===== config.mk =====
export PLATFORM = sky130hd
export DESIGN_NAME = line_follow_drive_controller
export DESIGN_NICKNAME = d
export VERILOG_FILES = /design/src/rtl/core/lfdc_pkg.sv /design/src/rtl/core/line_follow_drive_controller.sv
export SDC_FILE = /design/constraint.sdc
export NUM_CORES = 1
export LEC_CHECK = 0
export BUFFER_PORTS_ARGS = -buffer_cell sky130_fd_sc_hd__buf_4
export CAP_MARGIN = 30
export CORE_UTILIZATION = 40
export DETAILED_ROUTE_END_ITERATION = 8
export PLACE_DENSITY = 0.55
export SYNTH_ARGS = -nofsm -noshare
export SYNTH_HDL_FRONTEND = slang
export SYNTH_SLANG_ARGS = --single-unit

===== constraint.sdc =====
create_clock -name clock -period 13.1 [get_ports clock]
set_input_delay 3.275 -clock clock [delete_from_list [all_inputs] [get_ports clock]]
set_output_delay 3.275 -clock clock [all_outputs]
set_load 0.02 [all_outputs]

===== src/rtl/core/lfdc_pkg.sv =====
// shared types and constants of the line follow drive controller
`default_nettype none
package lfdc_pkg;

   localparam int unsigned FRAME_WIDTH = 79;

   localparam logic [9:0]  MIN_VALID_CM  = 10'd3;
   localparam logic [9:0]  CLEAR_CM      = 10'd25;
   localparam logic [1:0]  NEAR_CONFIRM  = 2'd2;
   localparam logic [2:0]  CLEAR_CONFIRM = 3'd5;
   localparam logic [10:0] SPEED_LIMIT   = 11'd1600;
   localparam logic [9:0]  HELD_RESET    = 10'd999;
   localparam logic [3:0]  TAG_STOP      = 4'd1;

   typedef enum logic [1:0] {
      MODE_FOLLOW = 2'd0,
      MODE_STOP   = 2'd1,
      MODE_WAIT   = 2'd2
   } mode_type;

   typedef enum logic [2:0] {
      REG_PROP_GAIN     = 3'd0,
      REG_DERIV_GAIN    = 3'd1,
      REG_SMOOTH_ALPHA  = 3'd2,
      REG_DEAD_OFFSET   = 3'd3,
      REG_HEADING_LIMIT = 3'd4,
      REG_CRUISE_BASE   = 3'd5,
      REG_CROSSING_BASE = 3'd6,
      REG_NEAR_LIMIT    = 3'd7
   } reg_index_type;

   typedef enum logic [6:0] {
      ST_IDLE     = 7'b0000001,
      ST_PROP     = 7'b0000010,
      ST_DERIV    = 7'b0000100,
      ST_FILT_NEW = 7'b0001000,
      ST_FILT_OLD = 7'b0010000,
      ST_HEAD     = 7'b0100000,
      ST_SPEED    = 7'b1000000
   } state_type;

endpackage
`default_nettype wire


===== src/rtl/core/line_follow_drive_controller.sv =====
// pd line following drive controller with one shared multiplier
// path: a word goes straight to ST_SPEED when halted, with no line seen or on a first
// line tick; else the pd filter runs ST_PROP to ST_HEAD first, with four passes
// through the shared multiplier; words are taken one at a time, the next in the cycle
// after the result is loaded, while that result may still wait in the output register
// reset: synchronous, active high; control and csr regs to defaults, mode follow line
`default_nettype none
module line_follow_drive_controller (
   input  wire logic        clock,
   input  wire logic        reset,
   input  wire logic        req_valid,
   output logic             req_stall,
   input  wire logic        req_sample_new,
   input  wire logic [9:0]  req_range_cm,
   input  wire logic        req_line_seen,
   input  wire logic [7:0]  req_line_pos,
   input  wire logic        req_crossing_flag,
   input  wire logic        req_tag_seen,
   input  wire logic [3:0]  req_tag_code,
   output logic             rsp_valid,
   input  wire logic        rsp_stall,
   output logic [1:0]       rsp_drive_mode,
   output logic signed [11:0] rsp_left_speed,
   output logic signed [11:0] rsp_right_speed,
   output logic signed [11:0] rsp_steer_value,
   output logic             rsp_warn_lamp,
   input  wire logic        csr_psel,
   input  wire logic        csr_penable,
   input  wire logic        csr_pwrite,
   input  wire logic [4:0]  csr_paddr,
   input  wire logic [31:0] csr_pwdata,
   output logic [31:0]      csr_prdata,
   output logic             csr_pready
);
   import lfdc_pkg::*;

   // configuration registers
   logic [11:0] prop_gain_ff, deriv_gain_ff;
   logic [8:0]  smooth_alpha_ff;
   logic [10:0] dead_offset_ff, heading_limit_ff, cruise_base_ff, crossing_base_ff;
   logic [9:0]  near_limit_ff;
   logic [2:0]  csr_index;
   logic        csr_write;

   assign csr_pready = 1'b1;
   assign csr_index  = csr_paddr[4:2];
   assign csr_write  = csr_psel && csr_penable && csr_pwrite;

   always_ff @(posedge clock) begin
      if (reset) begin
         prop_gain_ff     <= 12'd768;
         deriv_gain_ff    <= 12'd282;
         smooth_alpha_ff  <= 9'd166;
         dead_offset_ff   <= 11'd48;
         heading_limit_ff <= 11'd1152;
         cruise_base_ff   <= 11'd960;
         crossing_base_ff <= 11'd720;
         near_limit_ff    <= 10'd20;
      end else if (csr_write) begin
         unique case (reg_index_type'(csr_index))
            REG_PROP_GAIN:     prop_gain_ff     <= csr_pwdata[11:0];
            REG_DERIV_GAIN:    deriv_gain_ff    <= csr_pwdata[11:0];
            REG_SMOOTH_ALPHA:  smooth_alpha_ff  <= csr_pwdata[8:0];
            REG_DEAD_OFFSET:   dead_offset_ff   <= csr_pwdata[10:0];
            REG_HEADING_LIMIT: heading_limit_ff <= csr_pwdata[10:0];
            REG_CRUISE_BASE:   cruise_base_ff   <= csr_pwdata[10:0];
            REG_CROSSING_BASE: crossing_base_ff <= csr_pwdata[10:0];
            REG_NEAR_LIMIT:    near_limit_ff    <= csr_pwdata[9:0];
            default: ;
         endcase
      end
   end

   always_comb begin
      unique case (reg_index_type'(csr_index))
         REG_PROP_GAIN:     csr_prdata = {20'd0, prop_gain_ff};
         REG_DERIV_GAIN:    csr_prdata = {20'd0, deriv_gain_ff};
         REG_SMOOTH_ALPHA:  csr_prdata = {23'd0, smooth_alpha_ff};
         REG_DEAD_OFFSET:   csr_prdata = {21'd0, dead_offset_ff};
         REG_HEADING_LIMIT: csr_prdata = {21'd0, heading_limit_ff};
         REG_CRUISE_BASE:   csr_prdata = {21'd0, cruise_base_ff};
         REG_CROSSING_BASE: csr_prdata = {21'd0, crossing_base_ff};
         REG_NEAR_LIMIT:    csr_prdata = {22'd0, near_limit_ff};
         default:           csr_prdata = 32'd0;
      endcase
   end

   // control state
   state_type          state_ff, state_in;
   mode_type           mode_ff, mode_in;
   logic signed [9:0]  last_err_ff, last_err_in;
   logic signed [11:0] last_steer_ff, last_steer_in;
   logic               have_hist_ff, have_hist_in;
   logic [1:0]         near_ff, near_in;
   logic [2:0]         clear_ff, clear_in;
   logic [9:0]         held_ff, held_in;
   // per word working registers
   logic signed [9:0]  err_ff, err_in;
   logic signed [11:0] head_ff, head_in;
   logic               drive_ff, drive_in;
   logic               cross_ff, cross_in;
   logic signed [31:0] acc_ff, acc_in;
   // output register
   logic               rsp_valid_ff, rsp_valid_in;
   logic [1:0]         out_mode_ff, out_mode_in;
   logic signed [11:0] out_left_ff, out_left_in;
   logic signed [11:0] out_right_ff, out_right_in;
   logic signed [11:0] out_steer_ff, out_steer_in;

   // shared multiplier
   logic signed [13:0] mul_a;
   logic signed [17:0] mul_b;
   logic signed [31:0] prod;
   logic [8:0]         alpha_eff;
   logic [8:0]         alpha_inv;
   logic signed [9:0]  err_diff;

   assign alpha_eff = (smooth_alpha_ff > 9'd256) ? 9'd256 : smooth_alpha_ff;
   assign alpha_inv = 9'd256 - alpha_eff;
   assign err_diff  = err_ff - last_err_ff;

   always_comb begin
      mul_a = '0;
      mul_b = '0;
      unique case (state_ff)
         ST_PROP: begin
            mul_a = signed'({2'b00, prop_gain_ff});
            mul_b = {{8{err_ff[9]}}, err_ff};
         end
         ST_DERIV: begin
            mul_a = signed'({2'b00, deriv_gain_ff});
            mul_b = {{8{err_diff[9]}}, err_diff};
         end
         ST_FILT_NEW: begin
            // raw pd term, floor of the sum over 32
            mul_a = signed'({5'b00000, alpha_inv});
            mul_b = acc_ff[22:5];
         end
         ST_FILT_OLD: begin
            mul_a = signed'({5'b00000, alpha_eff});
            mul_b = {{6{last_steer_ff[11]}}, last_steer_ff};
         end
         default: ;
      endcase
   end

   assign prod = 32'(mul_a) * 32'(mul_b);

   // heading from the filter sum: floor over 256, dead offset added away from zero, clamp
   logic signed [19:0] filt_h;
   logic signed [21:0] dead_h;
   logic [10:0]        lim_eff;
   logic signed [21:0] lim_pos;
   logic signed [11:0] head_new;

   assign filt_h  = acc_ff[27:8];
   assign lim_eff = (heading_limit_ff > SPEED_LIMIT) ? SPEED_LIMIT : heading_limit_ff;
   assign lim_pos = signed'({11'd0, lim_eff});

   always_comb begin
      dead_h = {{2{filt_h[19]}}, filt_h};
      if (filt_h > 20'sd0) begin
         dead_h = dead_h + signed'({11'd0, dead_offset_ff});
      end else if (filt_h < 20'sd0) begin
         dead_h = dead_h - signed'({11'd0, dead_offset_ff});
      end
      if (dead_h > lim_pos) begin
         head_new = lim_pos[11:0];
      end else if (dead_h < -lim_pos) begin
         head_new = 12'(-lim_pos);
      end else begin
         head_new = dead_h[11:0];
      end
   end

   // wheel speeds from base and heading
   logic [10:0]        base_sel;
   logic signed [12:0] sum_left, sum_right;
   logic signed [12:0] spd_lim;
   logic signed [11:0] left_sat, right_sat;

   assign base_sel  = cross_ff ? crossing_base_ff : cruise_base_ff;
   assign spd_lim   = signed'({2'b00, SPEED_LIMIT});
   assign sum_left  = signed'({2'b00, base_sel}) + {head_ff[11], head_ff};
   assign sum_right = signed'({2'b00, base_sel}) - {head_ff[11], head_ff};

   always_comb begin
      if (sum_left > spd_lim) begin
         left_sat = spd_lim[11:0];
      end else if (sum_left < -spd_lim) begin
         left_sat = 12'(-spd_lim);
      end else begin
         left_sat = sum_left[11:0];
      end
      if (sum_right > spd_lim) begin
         right_sat = spd_lim[11:0];
      end else if (sum_right < -spd_lim) begin
         right_sat = 12'(-spd_lim);
      end else begin
         right_sat = sum_right[11:0];
      end
   end

   // distance and mode decisions for an incoming word
   logic              accept;
   logic [9:0]        held_new;
   logic [1:0]        near_new;
   logic [2:0]        clear_new;
   logic signed [9:0] err_new;

   assign accept  = req_valid && (state_ff == ST_IDLE);
   assign err_new = signed'(10'(FRAME_WIDTH)) - signed'({1'b0, req_line_pos, 1'b0});

   always_comb begin
      held_new = held_ff;
      near_new = near_ff;
      if (req_sample_new) begin
         held_new = req_range_cm;
         if (req_range_cm >= MIN_VALID_CM && req_range_cm <= near_limit_ff) begin
            near_new = (near_ff == 2'd3) ? near_ff : near_ff + 2'd1;
         end else begin
            near_new = 2'd0;
         end
      end
      if (held_new > CLEAR_CM || held_new < MIN_VALID_CM) begin
         clear_new = (clear_ff == 3'd7) ? clear_ff : clear_ff + 3'd1;
      end else begin
         clear_new = 3'd0;
      end
   end

   always_comb begin
      state_in      = state_ff;
      mode_in       = mode_ff;
      last_err_in   = last_err_ff;
      last_steer_in = last_steer_ff;
      have_hist_in  = have_hist_ff;
      near_in       = near_ff;
      clear_in      = clear_ff;
      held_in       = held_ff;
      err_in        = err_ff;
      head_in       = head_ff;
      drive_in      = drive_ff;
      cross_in      = cross_ff;
      acc_in        = acc_ff;
      rsp_valid_in  = rsp_valid_ff && rsp_stall;
      out_mode_in   = out_mode_ff;
      out_left_in   = out_left_ff;
      out_right_in  = out_right_ff;
      out_steer_in  = out_steer_ff;

      unique case (state_ff)
         ST_IDLE: begin
            if (accept) begin
               held_in  = held_new;
               near_in  = near_new;
               cross_in = req_crossing_flag;
               err_in   = err_new;
               head_in  = '0;
               drive_in = 1'b0;
               state_in = ST_SPEED;
               if (mode_ff == MODE_FOLLOW && near_new >= NEAR_CONFIRM) begin
                  mode_in       = MODE_WAIT;
                  near_in       = 2'd0;
                  clear_in      = 3'd0;
                  last_err_in   = '0;
                  last_steer_in = '0;
                  have_hist_in  = 1'b0;
               end else if (mode_ff == MODE_WAIT) begin
                  clear_in = clear_new;
                  if (clear_new >= CLEAR_CONFIRM) begin
                     mode_in       = MODE_FOLLOW;
                     near_in       = 2'd0;
                     clear_in      = 3'd0;
                     last_err_in   = '0;
                     last_steer_in = '0;
                     have_hist_in  = 1'b0;
                  end
               end else if (req_tag_seen && req_tag_code == TAG_STOP) begin
                  mode_in = MODE_STOP;
               end else if (mode_ff == MODE_FOLLOW) begin
                  if (!req_line_seen) begin
                     have_hist_in = 1'b0;
                  end else begin
                     drive_in = 1'b1;
                     if (have_hist_ff) begin
                        state_in = ST_PROP;
                     end else begin
                        // first line tick steers straight
                        last_err_in   = err_new;
                        last_steer_in = '0;
                        have_hist_in  = 1'b1;
                     end
                  end
               end
            end
         end
         ST_PROP: begin
            acc_in   = prod;
            state_in = ST_DERIV;
         end
         ST_DERIV: begin
            acc_in   = acc_ff + prod;
            state_in = ST_FILT_NEW;
         end
         ST_FILT_NEW: begin
            acc_in   = prod;
            state_in = ST_FILT_OLD;
         end
         ST_FILT_OLD: begin
            acc_in   = acc_ff + prod;
            state_in = ST_HEAD;
         end
         ST_HEAD: begin
            head_in       = head_new;
            last_err_in   = err_ff;
            last_steer_in = head_new;
            state_in      = ST_SPEED;
         end
         ST_SPEED: begin
            // wait here while the previous word still sits in the output register
            if (!(rsp_valid_ff && rsp_stall)) begin
               rsp_valid_in = 1'b1;
               out_mode_in  = mode_ff;
               out_left_in  = drive_ff ? left_sat : '0;
               out_right_in = drive_ff ? right_sat : '0;
               out_steer_in = drive_ff ? head_ff : '0;
               state_in     = ST_IDLE;
            end
         end
         default: state_in = ST_IDLE;
      endcase
   end

   always_ff @(posedge clock) begin
      if (reset) begin
         state_ff      <= ST_IDLE;
         mode_ff       <= MODE_FOLLOW;
         last_err_ff   <= '0;
         last_steer_ff <= '0;
         have_hist_ff  <= 1'b0;
         near_ff       <= 2'd0;
         clear_ff      <= 3'd0;
         held_ff       <= HELD_RESET;
         rsp_valid_ff  <= 1'b0;
      end else begin
         state_ff      <= state_in;
         mode_ff       <= mode_in;
         last_err_ff   <= last_err_in;
         last_steer_ff <= last_steer_in;
         have_hist_ff  <= have_hist_in;
         near_ff       <= near_in;
         clear_ff      <= clear_in;
         held_ff       <= held_in;
         rsp_valid_ff  <= rsp_valid_in;
      end
   end

   always_ff @(posedge clock) begin
      err_ff       <= err_in;
      head_ff      <= head_in;
      drive_ff     <= drive_in;
      cross_ff     <= cross_in;
      acc_ff       <= acc_in;
      out_mode_ff  <= out_mode_in;
      out_left_ff  <= out_left_in;
      out_right_ff <= out_right_in;
      out_steer_ff <= out_steer_in;
   end

   assign req_stall       = (state_ff != ST_IDLE);
   assign rsp_valid       = rsp_valid_ff;
   assign rsp_drive_mode  = out_mode_ff;
   assign rsp_left_speed  = out_left_ff;
   assign rsp_right_speed = out_right_ff;
   assign rsp_steer_value = out_steer_ff;
   assign rsp_warn_lamp   = (out_mode_ff == MODE_WAIT);

endmodule
`default_nettype wire

* Word-level counts from Yosys, hierarchy flattened
Index checks and enable logic that the tools add are counted.
Cells by class: add/subtract/negate cells 11, multipliers 1, magnitude comparators 16, eq/ne operators 29, multiplexer cells 67, bitwise logic cells 3, reductions and logical operators 38
Operator list (count):
- $pmux W32 S8 | 1
- $mux W12 | 13
- $mux W10 | 9
- $pmux W18 S4 | 1
- $pmux W32 S2 | 1
- $mux W7 | 8
- $pmux W7 S7 | 1
- $pmux W12 S2 | 2
- $pmux W12 S4 | 1
- $mux W11 | 4
- $mux W22 | 2
- $add A32 B31 Y32 | 1
- $mul A13 B18 Y31 | 1
- $gt A13 B12 Y1 const B | 2
- $lt A13 B12 Y1 const B | 2
- $reduce_and A2 Y1 | 12
- $gt A22 B12 Y1 | 1
- $lt A22 B22 Y1 | 1
- $neg A11 Y22 | 1
- $add A20 B12 Y21 | 1
- $sub A20 B12 Y21 | 1
- $gt A20 B1 Y1 const B | 1
- $lt A20 B1 Y1 const B | 1
- $mux W2 | 10
- other kinds (53) | 87
Storage, ports and cells: register bits after elaboration 229, bits of input ports 70, output and inout bits 74, word-level logic and storage cells 195

* Logic depth before layout (Yosys ltp)
word-level depth 10, depth in mapped cells 40, mapped depth without buffers 40

* Worst setup path after synthesis
OpenSTA, ideal clock, no wires.
path type register -> register, start reg err_ff[1], end reg acc_ff[27], data pin, setup time 268 ps, arrival 8838 ps, required time 12832 ps, setup slack 3994 ps, cell stages (with the launch flop) 40, buffers on the path 1, clock period less this slack 9106 ps, cells stage by stage edfxtp_1 > inv_1 > ha_1 > fa_1 > nor2b_1 > o2111ai_1 > a31oi_1 > mux2_2 > a2bb2oi_1 > a21o_1 > buf_1 > a21oi_1 > nor2_1 > fa_1 > inv_1 > fa_1 > inv_1 > fa_1 > [... 4 more ...] > ha_1 > a21o_1 > a21o_1 > a21oi_1 > o31ai_1 > a21oi_1 > xnor2_1 > ha_1 > a21o_1 > a21o_1 > a21o_1 > a211oi_1 > o21ai_0 > nor3_1 > o21ai_0 > mux2i_1 > o21ai_0 > xnor3_1
On the way: word-level cells in the longest chain between the ends 5
Ends and longest elaborated chain:
- start, declared | line line_follow_drive_controller.sv:98 | logic signed [9:0] err_ff, err_in;
- start signal, assigned | line line_follow_drive_controller.sv:360 | err_ff <= err_in;
- $sub A10 B10 Y10 | line line_follow_drive_controller.sv:120 | assign err_diff = err_ff - last_err_ff;
- $pmux W18 S4 * | line line_follow_drive_controller.sv:125 | unique case (state_ff)
- $mul A13 B18 Y31 * | line line_follow_drive_controller.sv:147 | assign prod = 32'(mul_a) * 32'(mul_b);
- $add A32 B31 Y32 | line line_follow_drive_controller.sv:303, line_follow_drive_controller.sv:311
- $pmux W32 S2 * | line line_follow_drive_controller.sv:252 | unique case (state_ff)
- via acc_in[27] | line line_follow_drive_controller.sv:102 | logic signed [31:0] acc_ff, acc_in;
- end signal, assigned | line line_follow_drive_controller.sv:364 | acc_ff <= acc_in;
- end, declared | line line_follow_drive_controller.sv:102
The timed path passes the listed nets; every way through them passes the cells marked *. A chain may end at the register's enable or synchronous reset.

* Final worst setup path
Ends and elaborated chain as after synthesis.

==> impl_metrics.yaml <==
clock_tree:
  cts_buffers: 27
  cts_htree_levels: 1
  clkLatencyLatePin_ns: 0.58
  clkTransAtPathRegs_ns: 0.06
  cts_hold_buffers: 0
  cts_tree: "yes"
  cts.sinks: 224
  cts.repair.resized: 0
  postCtsSetupBuffers: 0
  clk_path_buf_depth: 3
  cts_root_buf: "clkbuf_16"
setup_path:
  worst-path-buf-inv: 5
  arrival_ns: 10.97
  path_delay_family: "adder cells"
  timing.rr.end: "acc_ff[27]"
  crit_fanout: 14
  endpoint: "acc_ff[27]"
  start_kind: "flip-flop"
  path_depth: 34
  critPathLaunch: "err_ff[1]"
  end_kind: "flip-flop"
  critPathSlowestCell: "a21oi_1"
  r2r_cells: 34
  cp_common_cell: "fa_1"
  slowest_delay_ns: 0.82
  critPathRequiredTime_ns: 13.39
  r2r_setup_slack_ns: 2.43
  reg2reg_from: "err_ff[1]"
  path_class: "reg2reg"
global_route:
  overflow: 0
  grt_pass1_wl_mm: 112
  grt_usage: 0.239
  grt_pass1_vias: 20300
  grt_antenna_before_repair: 1
  grt_max_degree: 61
drt:
  drc: 0
  firstDrtPassIters: 5
  wl_per_cell_um: 19.4
  antenna_left: 0
  drtIter0Drc: 1207
  drt-total-wl_mm: 70.6
  via_count: 19800
  via_per_inst: 5.46
finish:
  stdcell_count: 3637
  synthToLayoutAreaGrowth_pct: 10.2
  drive_gt1_frac: 0.0822
  nets: 3304
  layout_common_cells: "inv_1, nand2_1, nor2_1"
  final_common_cell: "inv_1"
  fillers: 5731
  diodes: 0
  multi_input_area_um2: 16000
  area.sequential_um2: 5380
yosys:
  synth-seq-cells: 224
  async_flop_share: 0
  syn-cell-area_um2: 23300
  postSynthCellCount: 2804
  ys.warnings.count: 0
  yosysUniqueCellTypes: 89
  ys_seq_area_frac: 0.231
  synth_enable_flop_cells: 89
  synth_flop_cell: "dfxtp_1"
  syn_area_per_cell_um2: 8.31
timing:
  finClkSkew_ns: 0.0378
  whs_ns: 0.465
  rsz0062_at_grt: "no"
  hold_viol_final: 0
  fin_tns_setup_ns: 0
  maxClockFrequency_mhz: 93.7
  maxSlewViolCount: 0
  report.final.setup_viol: 0
  post-route-period-util: 0.815
  period_minus_slack_ns: 10.67
  relSlewSlack: 0.282
  tightestPinTransition_ns: 1.08
flow_run:
  max_cap_viol_count: 0
floorplan:
  die_w_um: 243
  core_um2: 57600
  io-pin-count: 144
  rows: 88
  start_util: 0.405
  die_y_um: 243
  die_area_um2: 59300
placement:
  dp_cells: 3587
  place_congestion: 0.886
  port_buffers: 100
  hpwl_mm: 56.2
worst_hold_path:
  worstHoldPathType: "reg2reg"
  hold_depth: 2
power:
  cellPowerDensity_nw_per_um2: 68.9
  ir_worst_vdd_mv: 0.0886
  p_leak_nw: 11.3
outcome:
  outcome: "finished clean"
tightest hold or removal path, delay by kind of cell (launching register included):
family / cells / cell delay (ns)
and+or+nand+nor: 2 / 0.11
DFF: 1 / 0.31
through the flow:
| stage | worst slack, ns | instance area, µm² | total power [mW] | util |
|---|---|---|---|---|
| after CTS | 2.42 | 25700 | 1.78 | 0.446 |
| after global placement | 2.48 | 24800 | 1.01 | 0.430 |
| final | 2.43 | 25700 | 1.77 | 0.446 |
| after floorplan | 3.99 | 23400 | 0.943 | - |
| after global routing | 1.74 | 25700 | 1.84 | 0.446 |
| after detailed placement | 2.44 | 24800 | 1.02 | 0.430 |
power by group:
| group | internal [mW] | leakage [nW] | switching [mW] |
|---|---|---|---|
| combinational | 0.0914 | 8.92 | 0.155 |
| clock | 0.427 | 0.445 | 0.334 |
| sequential | 0.743 | 1.89 | 0.0180 |
| total | 1.26 | 11.3 | 0.507 |
cell type report:
cell class / instances / share of cell area
inverters: 372 / 0.0544
multi-input cells: 2090 / 0.625
clock buffers: 33 / 0.0301
repair buffers: 136 / 0.0396
flip-flops and latches: 224 / 0.209
clock inverters: 17 / 0.00492
well taps: 765 / 0.0373
layer usage:
metal,up-vias,wire length (µm),part of all wire,GRT usage
li1,9527,-,-,-
met1,9651,31400,0.44,0.319
met2,555,33000,0.47,0.400
met3,106,3920,0.056,0.0289
met4,2,2260,0.032,0.0770
met5,-,11,0.00016,0
state kept, by name (all words and copies together) (netlist names), 12 cells and up:
signal           count
acc_ff              28
deriv_gain_ff       12
head_ff             12
last_steer_ff       12
prop_gain_ff        12
rsp_left_speed      12
rsp_right_speed     12
rsp_steer_value     12
how the worst min path moves through the flow:
stage                     start                 to  slack (ns)
5_1_grt            have_hist_ff        state_ff[1]        0.48
3_5_place_dp   last_steer_ff[7]   last_steer_ff[7]        0.45
4_1_cts            have_hist_ff        state_ff[1]        0.46
2_1_floorplan        mode_ff[0]  rsp_drive_mode[0]        0.42
6_report           have_hist_ff        state_ff[1]        0.46
3_3_place_gp         held_ff[6]         held_ff[6]        0.45
cell families (layout without fill, tap and decap cells):
family,after synthesis,count (layout),share of synthesized area
AO/OA/AOI/OAI,560,560,0.159
XOR/XNOR,105,105,0.0400
adder cells (fa/ha/maj),383,383,0.267
buffers and inverters,509,558,0.0860
flip-flops,224,224,0.231
multiplexers,73,73,0.0341
other,2,21,0.000322
AND/OR/NAND/NOR,948,948,0.183
Yosys cell counts (all sizes together), types with 30 or more instances:
cell type | number | area, µm²
ha | 193 | 2410
mux2i | 49 | 490
xnor2 | 74 | 648
nor2 | 312 | 1170
dfxtp | 135 | 2700
clkbuf | 100 | 378
nand3 | 53 | 265
inv | 369 | 1390
fa | 190 | 3800
nand2 | 331 | 1240
buf | 37 | 231
a21o | 42 | 315
xor2 | 30 | 263
nor3 | 54 | 270
edfxtp | 89 | 2670
nor2b | 37 | 231
o21ai | 87 | 435
a21oi | 188 | 941
No activity file was read; power rests on OpenSTA's default activity.
